<file path="config.mk">
export PLATFORM = sky130hd
export DESIGN_NAME = timestamp_code_matrix_codec_top_flat
export DESIGN_NICKNAME = d
export VERILOG_FILES = /design/src/hw/rtl/tscm_pkg.sv /design/src/hw/rtl/tscm_if.sv /design/src/hw/rtl/tscm_enc.sv /design/src/hw/rtl/tscm_dec.sv /design/src/hw/rtl/timestamp_code_matrix_codec_top.sv /design/src/flat_wrapper.sv
export SDC_FILE = /design/constraint.sdc
export NUM_CORES = 1
export LEC_CHECK = 0
export ABC_AREA = 1
export ABC_CLOCK_PERIOD_IN_PS = 9100
export BUFFER_PORTS_ARGS = -buffer_cell sky130_fd_sc_hd__clkbuf_2
export CAP_MARGIN = 15
export CORE_MARGIN = 10
export CORE_UTILIZATION = 55
export DETAILED_ROUTE_END_ITERATION = 12
export GPL_TIMING_DRIVEN = 0
export HOLD_SLACK_MARGIN = 0.15
export PLACE_DENSITY_LB_ADDON = 0.3
export SYNTH_ARGS = -nofsm -noshare
export SYNTH_HDL_FRONTEND = slang
export SYNTH_SLANG_ARGS = --single-unit
</file>
<file path="constraint.sdc">
create_clock -name clk -period 9.1 [get_ports clk]
set_input_delay 1.365 -clock clk [delete_from_list [all_inputs] [get_ports clk]]
set_output_delay 1.365 -clock clk [all_outputs]
set_load 0.05 [all_outputs]
</file>
<file path="src/hw/rtl/tscm_pkg.sv">
// Shared types, constants and character mapping functions for the timestamp code codec.
package tscm_pkg;

	localparam int CODE_LEN = 8;
	localparam int TEXT_LEN = 9;
	localparam int TS_W     = 32;
	localparam int VAL_W    = 6;
	localparam int SUM_W    = 10;
	localparam int BYTE_W   = 8;

	// Special characters and the value ranges of the code alphabet.
	localparam logic [BYTE_W-1:0] CHAR_HASH  = 8'h23;
	localparam logic [BYTE_W-1:0] CHAR_ZERO  = 8'h30;
	localparam logic [BYTE_W-1:0] CHAR_ONE   = 8'h31;
	localparam logic [BYTE_W-1:0] CHAR_NINE  = 8'h39;
	localparam logic [BYTE_W-1:0] CHAR_UA    = 8'h41;
	localparam logic [BYTE_W-1:0] CHAR_UY    = 8'h59;
	localparam logic [BYTE_W-1:0] CHAR_LA    = 8'h61;
	localparam logic [BYTE_W-1:0] CHAR_LZ    = 8'h7a;
	localparam logic [VAL_W-1:0]  VAL_DIGIT_BASE = 6'd26;
	localparam logic [VAL_W-1:0]  VAL_LOWER_BASE = 6'd35;

	typedef enum logic {
		CMD_ENCODE = 1'b0,
		CMD_DECODE = 1'b1
	} cmd_e;

	typedef logic [CODE_LEN-1:0][BYTE_W-1:0] code_t;
	typedef logic [TEXT_LEN-1:0][BYTE_W-1:0] text_t;

	// Result of looking up one character in the code alphabet.
	typedef struct packed {
		logic             ok;
		logic [VAL_W-1:0] val;
	} sym_val_t;

	// Registered input item.
	typedef struct packed {
		cmd_e            cmd;
		logic [TS_W-1:0] timestamp_in;
		text_t           text;
	} req_t;

	// Result item.
	typedef struct packed {
		logic [TS_W-1:0] timestamp_out;
		logic            bad_format;
		code_t           code;
	} rsp_t;

	// Map a grid sum (0..60) to its code character.
	function automatic logic [BYTE_W-1:0] sym_of_value(input logic [VAL_W-1:0] v);
		logic [BYTE_W-1:0] v8;
		v8 = {2'b00, v};
		if (v == '0)
			return CHAR_ZERO;
		else if (v < VAL_DIGIT_BASE)
			return BYTE_W'(CHAR_UA + v8 - 8'd1);
		else if (v < VAL_LOWER_BASE)
			return BYTE_W'(CHAR_ONE + v8 - {2'b00, VAL_DIGIT_BASE});
		else
			return BYTE_W'(CHAR_LA + v8 - {2'b00, VAL_LOWER_BASE});
	endfunction

	// Map a character back to its value; ok is low outside the alphabet.
	function automatic sym_val_t value_of_sym(input logic [BYTE_W-1:0] c);
		sym_val_t r;
		r.ok  = 1'b1;
		r.val = '0;
		if (c >= CHAR_UA && c <= CHAR_UY)
			r.val = VAL_W'(c - CHAR_UA + 8'd1);
		else if (c == CHAR_ZERO)
			r.val = '0;
		else if (c >= CHAR_ONE && c <= CHAR_NINE)
			r.val = VAL_W'(c - CHAR_ONE + {2'b00, VAL_DIGIT_BASE});
		else if (c >= CHAR_LA && c <= CHAR_LZ)
			r.val = VAL_W'(c - CHAR_LA + {2'b00, VAL_LOWER_BASE});
		else
			r.ok = 1'b0;
		return r;
	endfunction

endpackage

</file>
<file path="src/hw/rtl/tscm_if.sv">
// Valid/ready channel interfaces for the request and response sides of the codec.
interface tscm_req_if;
	logic                  valid;
	logic                  ready;
	logic                  cmd;
	logic [31:0]           timestamp_in;
	logic [7:0]            text_0;
	logic [7:0]            text_1;
	logic [7:0]            text_2;
	logic [7:0]            text_3;
	logic [7:0]            text_4;
	logic [7:0]            text_5;
	logic [7:0]            text_6;
	logic [7:0]            text_7;
	logic [7:0]            text_8;

	modport source (
		output valid, cmd, timestamp_in, text_0, text_1, text_2, text_3, text_4,
		       text_5, text_6, text_7, text_8,
		input  ready
	);
	modport sink (
		input  valid, cmd, timestamp_in, text_0, text_1, text_2, text_3, text_4,
		       text_5, text_6, text_7, text_8,
		output ready
	);
endinterface

interface tscm_rsp_if;
	logic                  valid;
	logic                  ready;
	logic [31:0]           timestamp_out;
	logic                  bad_format;
	logic [7:0]            code_0;
	logic [7:0]            code_1;
	logic [7:0]            code_2;
	logic [7:0]            code_3;
	logic [7:0]            code_4;
	logic [7:0]            code_5;
	logic [7:0]            code_6;
	logic [7:0]            code_7;

	modport source (
		output valid, timestamp_out, bad_format, code_0, code_1, code_2, code_3,
		       code_4, code_5, code_6, code_7,
		input  ready
	);
	modport sink (
		input  valid, timestamp_out, bad_format, code_0, code_1, code_2, code_3,
		       code_4, code_5, code_6, code_7,
		output ready
	);
endinterface

</file>
<file path="src/hw/rtl/tscm_enc.sv">
// Encoder datapath: timestamp nibbles through the fixed matrix into code characters.
module tscm_enc (
	input  logic [tscm_pkg::TS_W-1:0] timestamp,
	output tscm_pkg::code_t           code
);
	import tscm_pkg::*;

	logic [3:0]       nib [CODE_LEN];
	logic [VAL_W-1:0] src [4][2];
	logic [VAL_W-1:0] dst [4][2];

	// Split into nibbles, most significant first; column-major into the grid.
	always_comb begin
		for (int i = 0; i < CODE_LEN; i++) begin
			nib[i] = timestamp[TS_W-1-4*i -: 4];
			src[i % 4][i / 4] = {2'b00, nib[i]};
		end
	end

	// Constant matrix product per column; every sum stays within 0..60.
	always_comb begin
		for (int c = 0; c < 2; c++) begin
			dst[0][c] = VAL_W'(src[0][c] + src[2][c]);
			dst[1][c] = VAL_W'(src[0][c] + src[1][c] + src[3][c]);
			dst[2][c] = src[2][c];
			dst[3][c] = VAL_W'(src[0][c] + src[1][c] + {src[3][c][VAL_W-2:0], 1'b0});
		end
	end

	// Read the grid row-major into characters.
	always_comb begin
		for (int k = 0; k < CODE_LEN; k++) begin
			code[k] = sym_of_value(dst[k / 2][k % 2]);
		end
	end

endmodule

</file>
<file path="src/hw/rtl/tscm_dec.sv">
// Decoder datapath: character validation, inverse matrix and nibble packing.
module tscm_dec (
	input  tscm_pkg::text_t           text,
	output logic [tscm_pkg::TS_W-1:0] timestamp,
	output logic                      bad_format
);
	import tscm_pkg::*;

	logic                    skip;
	logic [BYTE_W-1:0]       ch   [CODE_LEN];
	sym_val_t                sv   [CODE_LEN];
	logic signed [SUM_W-1:0] src  [4][2];
	logic signed [SUM_W-1:0] sum  [4][2];
	logic [BYTE_W-1:0]       wrap [4][2];
	logic [TS_W-1:0]         acc;
	logic                    all_ok;

	// Drop a leading '#' and look up each of the eight characters.
	always_comb begin
		skip   = (text[0] == CHAR_HASH);
		all_ok = 1'b1;
		for (int i = 0; i < CODE_LEN; i++) begin
			ch[i] = skip ? text[i+1] : text[i];
			sv[i] = value_of_sym(ch[i]);
			all_ok = all_ok & sv[i].ok;
			src[i / 2][i % 2] = $signed({{(SUM_W-VAL_W){1'b0}}, sv[i].val});
		end
	end

	// Inverse matrix per column, then wrap each sum to signed 8 bits.
	always_comb begin
		for (int c = 0; c < 2; c++) begin
			sum[0][c] = src[0][c] - src[2][c];
			sum[1][c] = (src[1][c] <<< 1) + src[2][c] - src[0][c] - src[3][c];
			sum[2][c] = src[2][c];
			sum[3][c] = src[3][c] - src[1][c];
			for (int r = 0; r < 4; r++) begin
				wrap[r][c] = sum[r][c][BYTE_W-1:0];
			end
		end
	end

	// Pack column-major: shift left a nibble and OR in the sign-extended byte.
	always_comb begin
		acc = '0;
		for (int i = 0; i < CODE_LEN; i++) begin
			acc = {acc[TS_W-5:0], 4'b0000} |
			      {{(TS_W-BYTE_W){wrap[i % 4][i / 4][BYTE_W-1]}}, wrap[i % 4][i / 4]};
		end
		bad_format = !all_ok;
		timestamp  = all_ok ? acc : '1;
	end

endmodule

</file>
<file path="src/hw/rtl/timestamp_code_matrix_codec_top.sv">
// Top level of the timestamp code codec: input register, datapaths, result register.
// An accepted transaction passes through the input register, then the result register.
// Throughput: one transaction per cycle unless stalled; the input and result registers
// make a two-stage pipeline, so a request is taken while a result waits if stage 1 is free.
// Reset: arst_n clears both stage valid flags at once; the data registers are not reset.
module timestamp_code_matrix_codec_top (
	input  logic        clk,
	input  logic        arst_n,
	tscm_req_if.sink    req,
	tscm_rsp_if.source  rsp
);
	import tscm_pkg::*;

	logic            v_s1;
	logic            v_s2;
	logic            accept;
	logic            adv;
	req_t            req_s1;
	rsp_t            rsp_s2;
	rsp_t            rsp_next;
	code_t           enc_code;
	logic [TS_W-1:0] dec_ts;
	logic            dec_bad;

	// Handshake: stage 1 moves on when the result register is free or being drained.
	assign adv       = v_s1 && (!v_s2 || rsp.ready);
	assign req.ready = !v_s1 || adv;
	assign accept    = req.valid && req.ready;

	// Stage valid flags.
	always_ff @(posedge clk or negedge arst_n) begin
		if (!arst_n) begin
			v_s1 <= 1'b0;
			v_s2 <= 1'b0;
		end else begin
			if (accept)
				v_s1 <= 1'b1;
			else if (adv)
				v_s1 <= 1'b0;
			if (adv)
				v_s2 <= 1'b1;
			else if (rsp.ready)
				v_s2 <= 1'b0;
		end
	end

	// Input register.
	always_ff @(posedge clk) begin
		if (accept) begin
			req_s1.cmd          <= cmd_e'(req.cmd);
			req_s1.timestamp_in <= req.timestamp_in;
			req_s1.text         <= {req.text_8, req.text_7, req.text_6, req.text_5,
			                        req.text_4, req.text_3, req.text_2, req.text_1,
			                        req.text_0};
		end
	end

	tscm_enc u_enc (
		.timestamp (req_s1.timestamp_in),
		.code      (enc_code)
	);

	tscm_dec u_dec (
		.text       (req_s1.text),
		.timestamp  (dec_ts),
		.bad_format (dec_bad)
	);

	// Select the active direction; the other direction's fields read as zero.
	always_comb begin
		rsp_next = '0;
		unique case (req_s1.cmd)
			CMD_ENCODE: rsp_next.code = enc_code;
			CMD_DECODE: begin
				rsp_next.timestamp_out = dec_ts;
				rsp_next.bad_format    = dec_bad;
			end
			default: rsp_next = '0;
		endcase
	end

	// Result register.
	always_ff @(posedge clk) begin
		if (adv)
			rsp_s2 <= rsp_next;
	end

	assign rsp.valid         = v_s2;
	assign rsp.timestamp_out = rsp_s2.timestamp_out;
	assign rsp.bad_format    = rsp_s2.bad_format;
	assign rsp.code_0        = rsp_s2.code[0];
	assign rsp.code_1        = rsp_s2.code[1];
	assign rsp.code_2        = rsp_s2.code[2];
	assign rsp.code_3        = rsp_s2.code[3];
	assign rsp.code_4        = rsp_s2.code[4];
	assign rsp.code_5        = rsp_s2.code[5];
	assign rsp.code_6        = rsp_s2.code[6];
	assign rsp.code_7        = rsp_s2.code[7];

	// A bad format always comes with an all-ones timestamp.
	a_bad_all_ones: assert property (@(posedge clk) disable iff (!arst_n)
		rsp.valid && rsp.bad_format |-> rsp.timestamp_out == '1)
		else $error("bad_format without all-ones timestamp");

	// A bad-format result never carries code characters.
	a_bad_no_code: assert property (@(posedge clk) disable iff (!arst_n)
		rsp.valid && rsp.bad_format |-> rsp_s2.code == '0)
		else $error("bad_format with nonzero code");

	// An accepted transaction occupies stage 1 in the next cycle.
	a_accept_fills: assert property (@(posedge clk) disable iff (!arst_n)
		accept |=> v_s1)
		else $error("accepted transaction lost");

	// Stage 1 advancing always leaves a valid result behind it.
	a_adv_fills: assert property (@(posedge clk) disable iff (!arst_n)
		adv |=> v_s2)
		else $error("advanced transaction lost");

endmodule

</file>
<file path="src/flat_wrapper.sv">
// flat-port wrapper written by rule: the top's interface ports become plain ports
module timestamp_code_matrix_codec_top_flat import tscm_pkg::*;
  (clk, arst_n, req_valid, req_cmd, req_timestamp_in, req_text_0, req_text_1, req_text_2, req_text_3, req_text_4, req_text_5, req_text_6, req_text_7, req_text_8, req_ready, rsp_valid, rsp_timestamp_out, rsp_bad_format, rsp_code_0, rsp_code_1, rsp_code_2, rsp_code_3, rsp_code_4, rsp_code_5, rsp_code_6, rsp_code_7, rsp_ready);
  tscm_req_if req_i ();
  tscm_rsp_if rsp_i ();
  input  logic clk;
  input  logic arst_n;
  input wire logic [$bits(req_i.valid)-1:0] req_valid;
  input wire logic [$bits(req_i.cmd)-1:0] req_cmd;
  input wire logic [$bits(req_i.timestamp_in)-1:0] req_timestamp_in;
  input wire logic [$bits(req_i.text_0)-1:0] req_text_0;
  input wire logic [$bits(req_i.text_1)-1:0] req_text_1;
  input wire logic [$bits(req_i.text_2)-1:0] req_text_2;
  input wire logic [$bits(req_i.text_3)-1:0] req_text_3;
  input wire logic [$bits(req_i.text_4)-1:0] req_text_4;
  input wire logic [$bits(req_i.text_5)-1:0] req_text_5;
  input wire logic [$bits(req_i.text_6)-1:0] req_text_6;
  input wire logic [$bits(req_i.text_7)-1:0] req_text_7;
  input wire logic [$bits(req_i.text_8)-1:0] req_text_8;
  output wire logic [$bits(req_i.ready)-1:0] req_ready;
  output wire logic [$bits(rsp_i.valid)-1:0] rsp_valid;
  output wire logic [$bits(rsp_i.timestamp_out)-1:0] rsp_timestamp_out;
  output wire logic [$bits(rsp_i.bad_format)-1:0] rsp_bad_format;
  output wire logic [$bits(rsp_i.code_0)-1:0] rsp_code_0;
  output wire logic [$bits(rsp_i.code_1)-1:0] rsp_code_1;
  output wire logic [$bits(rsp_i.code_2)-1:0] rsp_code_2;
  output wire logic [$bits(rsp_i.code_3)-1:0] rsp_code_3;
  output wire logic [$bits(rsp_i.code_4)-1:0] rsp_code_4;
  output wire logic [$bits(rsp_i.code_5)-1:0] rsp_code_5;
  output wire logic [$bits(rsp_i.code_6)-1:0] rsp_code_6;
  output wire logic [$bits(rsp_i.code_7)-1:0] rsp_code_7;
  input wire logic [$bits(rsp_i.ready)-1:0] rsp_ready;
  assign req_i.valid = req_valid;
  assign req_i.cmd = req_cmd;
  assign req_i.timestamp_in = req_timestamp_in;
  assign req_i.text_0 = req_text_0;
  assign req_i.text_1 = req_text_1;
  assign req_i.text_2 = req_text_2;
  assign req_i.text_3 = req_text_3;
  assign req_i.text_4 = req_text_4;
  assign req_i.text_5 = req_text_5;
  assign req_i.text_6 = req_text_6;
  assign req_i.text_7 = req_text_7;
  assign req_i.text_8 = req_text_8;
  assign req_ready = req_i.ready;
  assign rsp_valid = rsp_i.valid;
  assign rsp_timestamp_out = rsp_i.timestamp_out;
  assign rsp_bad_format = rsp_i.bad_format;
  assign rsp_code_0 = rsp_i.code_0;
  assign rsp_code_1 = rsp_i.code_1;
  assign rsp_code_2 = rsp_i.code_2;
  assign rsp_code_3 = rsp_i.code_3;
  assign rsp_code_4 = rsp_i.code_4;
  assign rsp_code_5 = rsp_i.code_5;
  assign rsp_code_6 = rsp_i.code_6;
  assign rsp_code_7 = rsp_i.code_7;
  assign rsp_i.ready = rsp_ready;
  timestamp_code_matrix_codec_top u_core (.clk(clk), .arst_n(arst_n), .req(req_i), .rsp(rsp_i));
endmodule
</file>
Word level (Yosys, flattened, before mapping)

Cells that the tools add are included.
Widths: inputs -> output; s select.

Input port bits: 109
Register bits after elaboration: 204
Logic and storage cells: 382
Output and inout port bits: 99

Eq/ne operators: 9
$lt $le $gt $ge: 64
Bitwise operators: 14
Multiplexer cells: 101
Reductions and logical operators: 49
Add/subtract/negate cells: 114

Operator list:

| kind                | count |
|---|---|
| $mux 6              | 40 |
| $mux 8              | 24 |
| $ge 8x7->1 const B  | 16 |
| $le 8x7->1 const B  | 16 |
| $sub 6x6->6 const B | 16 |
| $add 7x6->8 const A | 10 |
| $eq 8x6->1 const B  | 9 |
| $ge 8x6->1 const B  | 8 |
| $le 8x6->1 const B  | 8 |
| $sub 7x5->8 const B | 8 |
| $sub 8x1->8 const B | 8 |
| $sub 8x6->8 const B | 8 |
| $add 6x1->6 const B | 8 |
| $add 6x5->6 const B | 8 |
| $add 6x6->6 const B | 8 |
| $logic_not 6->1     | 8 |
| $sub 6x1->6 const B | 8 |
| $mux 1              | 36 |
| $add 6x6->7 const A | 5 |
| $add 7x4->8 const A | 4 |
| $mux 32             | 1 |
| $or 32x32->32       | 1 |
| $lt 6x5->1 const B  | 5 |
| $lt 6x6->1 const B  | 5 |
| other kinds (27)    | 83 |

Longest topological paths before layout

Gate-level depths: netlist of the first run.

Word-level depth: 19
Gate-level depth with buffers: 41
Depth with buffers taken out: 38

Hierarchy

From an unflattened synthesis of the first run, not the netlist that was laid out.

Cell total of the unflattened synthesis: 2150
Area total of the unflattened synthesis: 16856.2 µm²

Modules (own cells, without submodules):

| module                          | instances | cells an instance | area an instance (µm²) | seq. area each (µm²) |
|---|---|---|---|---|
| timestamp_code_matrix_codec_top | 1         | 419               | 7054.3                 | 6115.9 |
| tscm_dec                        | 1         | 1253              | 6882.9                 | 0.0 |
| tscm_enc                        | 1         | 478               | 2919.0                 | 0.0 |

Least setup slack after synthesis of the first run

OpenSTA, ideal clock, no wires.

Kind: input -> register
Start point: input port rsp_ready
End point: register u_core.rsp_s2 (netlist bit u_core.rsp.bad_format) (enable)
Arrival: 5612 ps
Buffers on the path: 0
Stages on the path: 2
Required time: 8540 ps
Path slack: 2927 ps
Setup time: 560 ps
Cell sequence: inv_1 a21oi_1

Cells in the longest elaborated chain, start to end: 2

Ends and longest elaborated chain:

| what                   | line                                  | text |
|---|---|---|
| start: declaration     | flat_wrapper.sv:32                    | `input wire logic [$bits(rsp_i.ready)-1:0] rsp_ready;` |
| $logic_or 1x1->1       | timestamp_code_matrix_codec_top.sv:26 | `assign adv = v_s1 && (!v_s2 \|\| rsp.ready);` |
| $logic_and 1x1->1      | timestamp_code_matrix_codec_top.sv:26 |  |
| net u_core.adv         | timestamp_code_matrix_codec_top.sv:17 | `logic adv;` |
| end signal: assignment | timestamp_code_matrix_codec_top.sv:85 | `rsp_s2 <= rsp_next;` |
| end: declaration       | timestamp_code_matrix_codec_top.sv:19 | `rsp_t rsp_s2;` |

The timed path passes the listed nets, and every way through them passes these cells.
A chain may end at the register's enable or synchronous reset.

Final worst setup path of the first run

Start point: register, netlist name u_core.req_s1[4]
End point: register u_core.rsp_s2 (netlist bit u_core.rsp.timestamp_out[18]), data pin

Cells in the longest elaborated chain, start to end: 16
Elaborated cells between the ends (all ways): 200
Classes of those cells: add/sub: 42; order compare: 48; eq/ne: 9; mux: 65; bitwise: 12; reduce/logical: 24

Ends and longest elaborated chain:

| what                                                                 | line           | text |
|---|---|---|
| parallel branches: the longest is 15 deep, another holds $add 7x6->8 | -              |  |
| $mux 32 *                                                            | tscm_dec.sv:51 | `timestamp = all_ok ? acc : '1;` |

Every way passes the cells marked *.

==> results of run 1 <==
-- cells in the mapped netlist (all sizes together) (3+ instances only) --
| cell type | instances |
|---|---|
| edfxtp | 192 |
| ha | 141 |
| a31oi | 9 |
| nand3b | 10 |
| nor3b | 3 |
| a21oi | 101 |
| xor2 | 53 |
| a211oi | 4 |
| buf | 32 |
| nand4 | 13 |
| or2 | 11 |
| o21a | 4 |
| inv | 349 |
| o22ai | 12 |
| xnor2 | 12 |
| nor2 | 150 |
| clkbuf | 5 |
| o32ai | 3 |
| o21bai | 5 |
| o211ai | 4 |
| nor3 | 16 |
| a22oi | 7 |
| nand3 | 156 |
| fa | 32 |
| nand2 | 515 |
| o21ai | 142 |
| a32oi | 5 |
-- metal layers --
layer / up-vias / GRT usage (%) / share of wire (%)
li1: 7002 / - / -
met1: 6509 / 30.25 / 42
met4: 0 / 8.028 / 2.4
met3: 79 / 4.797 / 7.5
met2: 558 / 40.88 / 48
met5: - / 0 / 0
-- where the power goes --
part           leakage, uW  internal, uW  total [uW]  switching [uW]
sequential         0.00187          1120        1160            43.5
combinational      0.00691           518        1610            1090
clock             0.000287           414         781             366
total              0.00907          2050        3550            1500
-- cells by family (layout without fill, tap and decap cells) --
family / Yosys count / in the layout
and+or+nand+nor: 881 / 881
other: 1 / 8
xor gates and xnor gates: 65 / 65
DFF: 194 / 194
AOI/OAI and AO/OA: 303 / 303
buffers and inverters: 388 / 621
adders and majority gates: 173 / 173
-- sequential cells by signal (all words and copies together), names as in the netlist --
register                  count
u_core.req_s1               105
u_core.rsp.timestamp_out     32
u_core.rsp.code_0             7
u_core.rsp.code_1             7
u_core.rsp.code_2             7
u_core.rsp.code_3             7
u_core.rsp.code_6             7
u_core.rsp.code_7             7
u_core.rsp.code_4             6
u_core.rsp.code_5             6
u_core.rsp.bad_format         1
u_core.rsp.valid              1
u_core.v_s1                   1
-- critical path, delay by kind of cell, from the launching register on --
family | cells | cell delay (ns)
compound gates | 8 | 1.97
simple gates | 14 | 1.56
fa+ha+maj | 4 | 1.39
buf+inv | 9 | 1.16
flops | 1 | 0.38
xor+xnor | 1 | 0.14
-- worst max path at each step --
stage / endpoint / slack, ns / depth (start not counted)
3_3_place_gp: u_core.rsp.code_1[3]$_SDFFCE_PP0P_ / 1.25 / 3
4_1_cts: u_core.rsp.timestamp_out[18]$_SDFFCE_PN0P_ / 2.32 / 36
3_5_place_dp: u_core.rsp.timestamp_out[18]$_SDFFCE_PN0P_ / 2.35 / 36
5_1_grt: u_core.rsp.timestamp_out[18]$_SDFFCE_PN0P_ / 1.67 / 38
6_report: u_core.rsp.timestamp_out[18]$_SDFFCE_PN0P_ / 2.25 / 36
2_1_floorplan: u_core.rsp.bad_format$_SDFFCE_PN0P_ / 2.93 / 2
-- stage by stage --
stage | worst slack (ns) | utilization, % | hold slack, ns
after floorplan | 2.927 | - | 0.4472
after global placement | 1.250 | 60.80 | 0.4589
after detailed placement | 2.346 | 61.18 | 0.5184
after CTS | 2.318 | 63.28 | 0.5365
after global routing | 1.675 | 63.28 | 0.5558
final | 2.250 | 63.28 | 0.5325
-- final cells by class --
class,count,share of cell area (%)
Multi-Input combinational cell,1430,47.05
Sequential cell,194,32.11
Inverter,351,7.287
Timing Repair Buffer,203,6.023
Tap cell,384,2.652
Clock buffer,17,2.349
Buffer,37,1.561
Clock inverter,13,0.9740
==> metrics.cfg, run 1 <==
[clock_tree]
cts_tree=built
cts_resized=0
clkLatencyLatePin_ns=0.45
clockBufferDepth=2
cts.sinks=194
path_clk_slew_ns=0.08
post-cts-setup-buffers=0
cts_htree_levels=4
hold_buffers=0
cts_buffers=17
clockRootBuffer=clkbuf_16

[synthesis]
synth_fa_ha_area_share_pct=15.12
yosysTopAreaCell=edfxtp_1
yosysTopAreaCellShare_pct=36.26
yosysUniqueCellTypes=55
ys_ff_latch=194
synth-edff-count=192
avgSynthCellArea_um2=7.930
yosysWarnings=0
syn_area_um2=15900
async_flop_share_pct=1.031
synthMuxAreaShare_pct=0
synth_compound_area_share_pct=10.82
synth-simple-area-share_pct=23.81
synthTopCellsByArea=edfxtp_1 36%, nand2_1 12%, ha_1 11%
synth_xor_area_share_pct=3.580
synth_top_family_by_area=simple AND/OR/NAND/NOR gates
ys_seq_area_share_pct=36.58
synthCells=2005
ys.flop_type=edfxtp_1

[setup_path]
endpoint_kind=flop
path_max_fanout=10
startpoint=u_core.req_s1[4]$_DFFE_PP_
criticalPathCategory=flop to flop
crit_slowest_cell=o21ai_0
slowest_delay_ns=0.67
critPathRequiredTime_ns=9.30
r2r_cells=36
r2r_setup_slack_ns=2.25
r2r_start=u_core.req_s1[4]$_DFFE_PP_
rr_endpoint=u_core.rsp.timestamp_out[18]$_SDFFCE_PN0P_
arrival_ns=7.05
cpMostUsedCell=nand2_1
crit_path_start_kind=flop

[sta]
setup_viol=0
tightest_slew_ns=0.8495
fin_crit_ns=6.850
finalHoldViolations=0
rsz0062_at_grt=no
fmax_ghz=0.1460
slew_violations=0
setup_tns_ns=0
relSlewSlack_pct=42.77
period_share_pct=75.27
skew_ns=0.01166

[placement]
dpl-instance-area_um2=17510
numPortBuffers=199
routabilityCongestion=0.9658
place_inst=2599
place_hpwl_mm=35.26

[hold_path]
hold_path_startpoint=u_core.v_s1$_DFFE_PN0P_
min_path_type=flop to flop
holdPathStages=2
min_to=u_core.rsp.valid$_DFFE_PN0P_

[power]
p_per_area_nw_per_um2=196.1
vdd.ir_drop.worst_v=0.0001235
cellLeakagePower_uw=0.009070
power_uw=3551

[floorplan]
die_w_um=190.0
start_util_pct=55.55
ios=208
dieArea_um2=36110
die-height_um=190.0
core_area_um2=28630
std_cell_rows=62

[global_route]
grt_max_degree=73
antenna_found_initial=0
grt_remaining_overflow=0
grt_pass1_wl_mm=70.42
grt_usage_pct=24.15
grt_pass1_vias=14143

[final_layout]
multi_input_area_um2=8522
layout_common_cells=500 x nand2_1, 330 x inv_1, 199 x clkbuf_2
drive_gt1_share_pct=14.97
areaGrowthSynthToFinish_pct=13.92
final_common_cell=nand2_1
final_net_count=2516
fillCellCount=2502
diodes=0
register_area_um2=5816
final_cell_count_no_fill=2629
finalInstanceArea_um2=18110

[detailed_routing]
drtIter0Drc=1421
vias=14148
drt_pass1_iterations=6
wl_per_cell_um=16.59
via_per_inst=5.382
wl_mm=43.62
drc=0
drtAntennaViolNets=0

[job]
drv_cap=0

[status]
status=completed

Power figures use the tool's default switching activity.
==> inputs of run 2 (changes only) <==
--- a/config.mk
+++ b/config.mk
@@ -6,7 +6,7 @@
 export NUM_CORES = 1
 export LEC_CHECK = 0
 export ABC_AREA = 1
-export ABC_CLOCK_PERIOD_IN_PS = 9100
+export ABC_CLOCK_PERIOD_IN_PS = 6530
 export BUFFER_PORTS_ARGS = -buffer_cell sky130_fd_sc_hd__clkbuf_2
 export CAP_MARGIN = 15
 export CORE_MARGIN = 10
==> constraint.sdc (replaced) <==
create_clock -name clk -period 6.53 [get_ports clk]
set_input_delay 0.9795 -clock clk [delete_from_list [all_inputs] [get_ports clk]]
set_output_delay 0.9795 -clock clk [all_outputs]
set_load 0.05 [all_outputs]
==> run 2 against run 1 <==
Against the previous run:
- clock skew rose by 0.00054 ns
- design area up 0.84%
- flip-flop and latch count did not move
- register-to-register slack got worse by 1.9 ns
- clock power is 40% higher
- largest power group unchanged
==> metrics.cfg, run 2 (synthesis gave the netlist of run 1 again) <==
[sta]
tightest_slew_ns=0.8850
setup_viol=0
setup_slack_ns=0.3235
fmax_ghz=0.1611
period_share_pct=95.05
finalHoldViolations=0
fin_crit_ns=6.206
slew_violations=0
relSlewSlack_pct=40.38
fin_hold_ws_ns=0.2991
skew_ns=0.01220
setup_tns_ns=0

[global_route]
grt_pass1_wl_mm=70.42
grt_max_degree=73
antenna_found_initial=0
grt_usage_pct=24.15
grt_remaining_overflow=0
grt_pass1_vias=14143

[setup_path]
crit_slowest_cell=fa_1
slowest_delay_ns=0.53
path_max_fanout=10
r2r_start=u_core.req_s1[3]$_DFFE_PP_
r2r_setup_slack_ns=0.32
critPathRequiredTime_ns=6.72
rr_endpoint=u_core.rsp.timestamp_out[22]$_SDFFCE_PN0P_
criticalPathCategory=flop to flop
crit_path_start_kind=flop
arrival_ns=6.39
endpoint_kind=flop
r2r_cells=39

[detailed_routing]
drtIter0Drc=1475
wl_per_cell_um=16.59
via_per_inst=5.403
vias=14248
drt_pass1_iterations=6
wl_mm=43.75
drtAntennaViolNets=0
drc=0

[clock_tree]
path_clk_slew_ns=0.08
clockRootBuffer=clkbuf_16
cts_buffers=17
cts_htree_levels=4
cts_tree=built
clockBufferDepth=2
clkLatencyLatePin_ns=0.45
hold_buffers=0
cts.sinks=194

[final_layout]
largest_register_ffs=105
finalInstanceArea_um2=18270
top_register=u_core.req_s1
areaGrowthSynthToFinish_pct=14.88
layout_common_cells=496 x nand2_1, 330 x inv_1, 199 x clkbuf_2
drive_gt1_share_pct=16.02
final_common_cell=nand2_1
diodes=0
final_net_count=2524

[hold_path]
min_path_type=primary input to async pin

[placement]
numPortBuffers=199
place_hpwl_mm=35.26
dpl_worst_slack_ns=-0.2239
dpl-instance-area_um2=17510
routabilityCongestion=0.9658

[floorplan]
start_util_pct=55.55
core_area_um2=28630
std_cell_rows=62
die_w_um=190.0
die-height_um=190.0
ios=208
dieArea_um2=36110

[power]
power_uw=4967
p_per_area_nw_per_um2=271.9
cellLeakagePower_uw=0.009134
vdd.ir_drop.worst_v=0.0001721

[status]
status=completed

[job]
drv_cap=0

## run 2: cell count changes in the layout (fill, tap and decap cells not counted), sizes merged
cell / delta
buf: +7
clkbuf: +1
## run 2: area by class of cell
class                   count  area (um2)
inverters                 351        1320
multi-input cells        1430        8612
clock inverters            13       176.4
clock buffers              17       425.4
repair buffers            211        1151
fillers                  2481       10360
plain buffers              37       285.3
well taps                 384       480.5
flip-flops and latches    194        5816
## run 2: where the power goes
group          leakage [uW]  internal (uW)  total, uW  switching [uW]
registers           0.00187           1560       1620            62.1
clock network      0.000287            577       1090             508
logic               0.00698            731       2260            1530
total               0.00913           2870       4970            2100
## run 2: routing by layer
metal | vias up | routed length, um | GRT usage [%]
li1 | 7022 | - | -
met1 | 6576 | 18310 | 30.25
met2 | 570 | 21150 | 40.88
met3 | 80 | 3252 | 4.797
met4 | 0 | 1028 | 8.028
met5 | - | 0 | 0
## run 2: what timing repair did
item                                    4_1_cts  5_1_grt
buffers inserted                              0        8
pin swaps                                     0        4
gates resized for setup                       3       28
endpoints found under the setup margin       17       20
## run 2: metrics by stage
step	util [%]	cells
after global routing	63.81	2637
after CTS	63.28	2629
after global placement	60.80	2595
after detailed placement	61.18	2599
final	63.81	2637
after floorplan	-	2012
## run 2: worst max-delay path, delay by kind of cell, from the launching register on
kind,cells,cell delay [ns]
buffers and inverters,12,1.27
adders and majority gates,4,1.58
AOI/OAI and AO/OA,5,0.77
and+or+nand+nor,17,1.76
DFF,1,0.38
xor gates and xnor gates,1,0.15
## run 2: how the worst max path moves through the flow
| stage | slack (ns) | cells past startpoint | from | endpoint |
|---|---|---|---|---|
| 2_1_floorplan | 0.74 | 2 | rsp_ready | u_core.rsp.bad_format$_SDFFCE_PN0P_ |
| 4_1_cts | 0.004 | 37 | u_core.req_s1[4]$_DFFE_PP_ | u_core.rsp.timestamp_out[18]$_SDFFCE_PN0P_ |
| 5_1_grt | -0.02 | 39 | u_core.req_s1[2]$_DFFE_PP_ | u_core.rsp.timestamp_out[22]$_SDFFCE_PN0P_ |
| 6_report | 0.32 | 39 | u_core.req_s1[3]$_DFFE_PP_ | u_core.rsp.timestamp_out[22]$_SDFFCE_PN0P_ |
| 3_5_place_dp | -0.22 | 36 | u_core.req_s1[4]$_DFFE_PP_ | u_core.rsp.timestamp_out[18]$_SDFFCE_PN0P_ |
| 3_3_place_gp | -0.93 | 3 | rsp_ready | u_core.rsp.code_1[3]$_SDFFCE_PP0P_ |
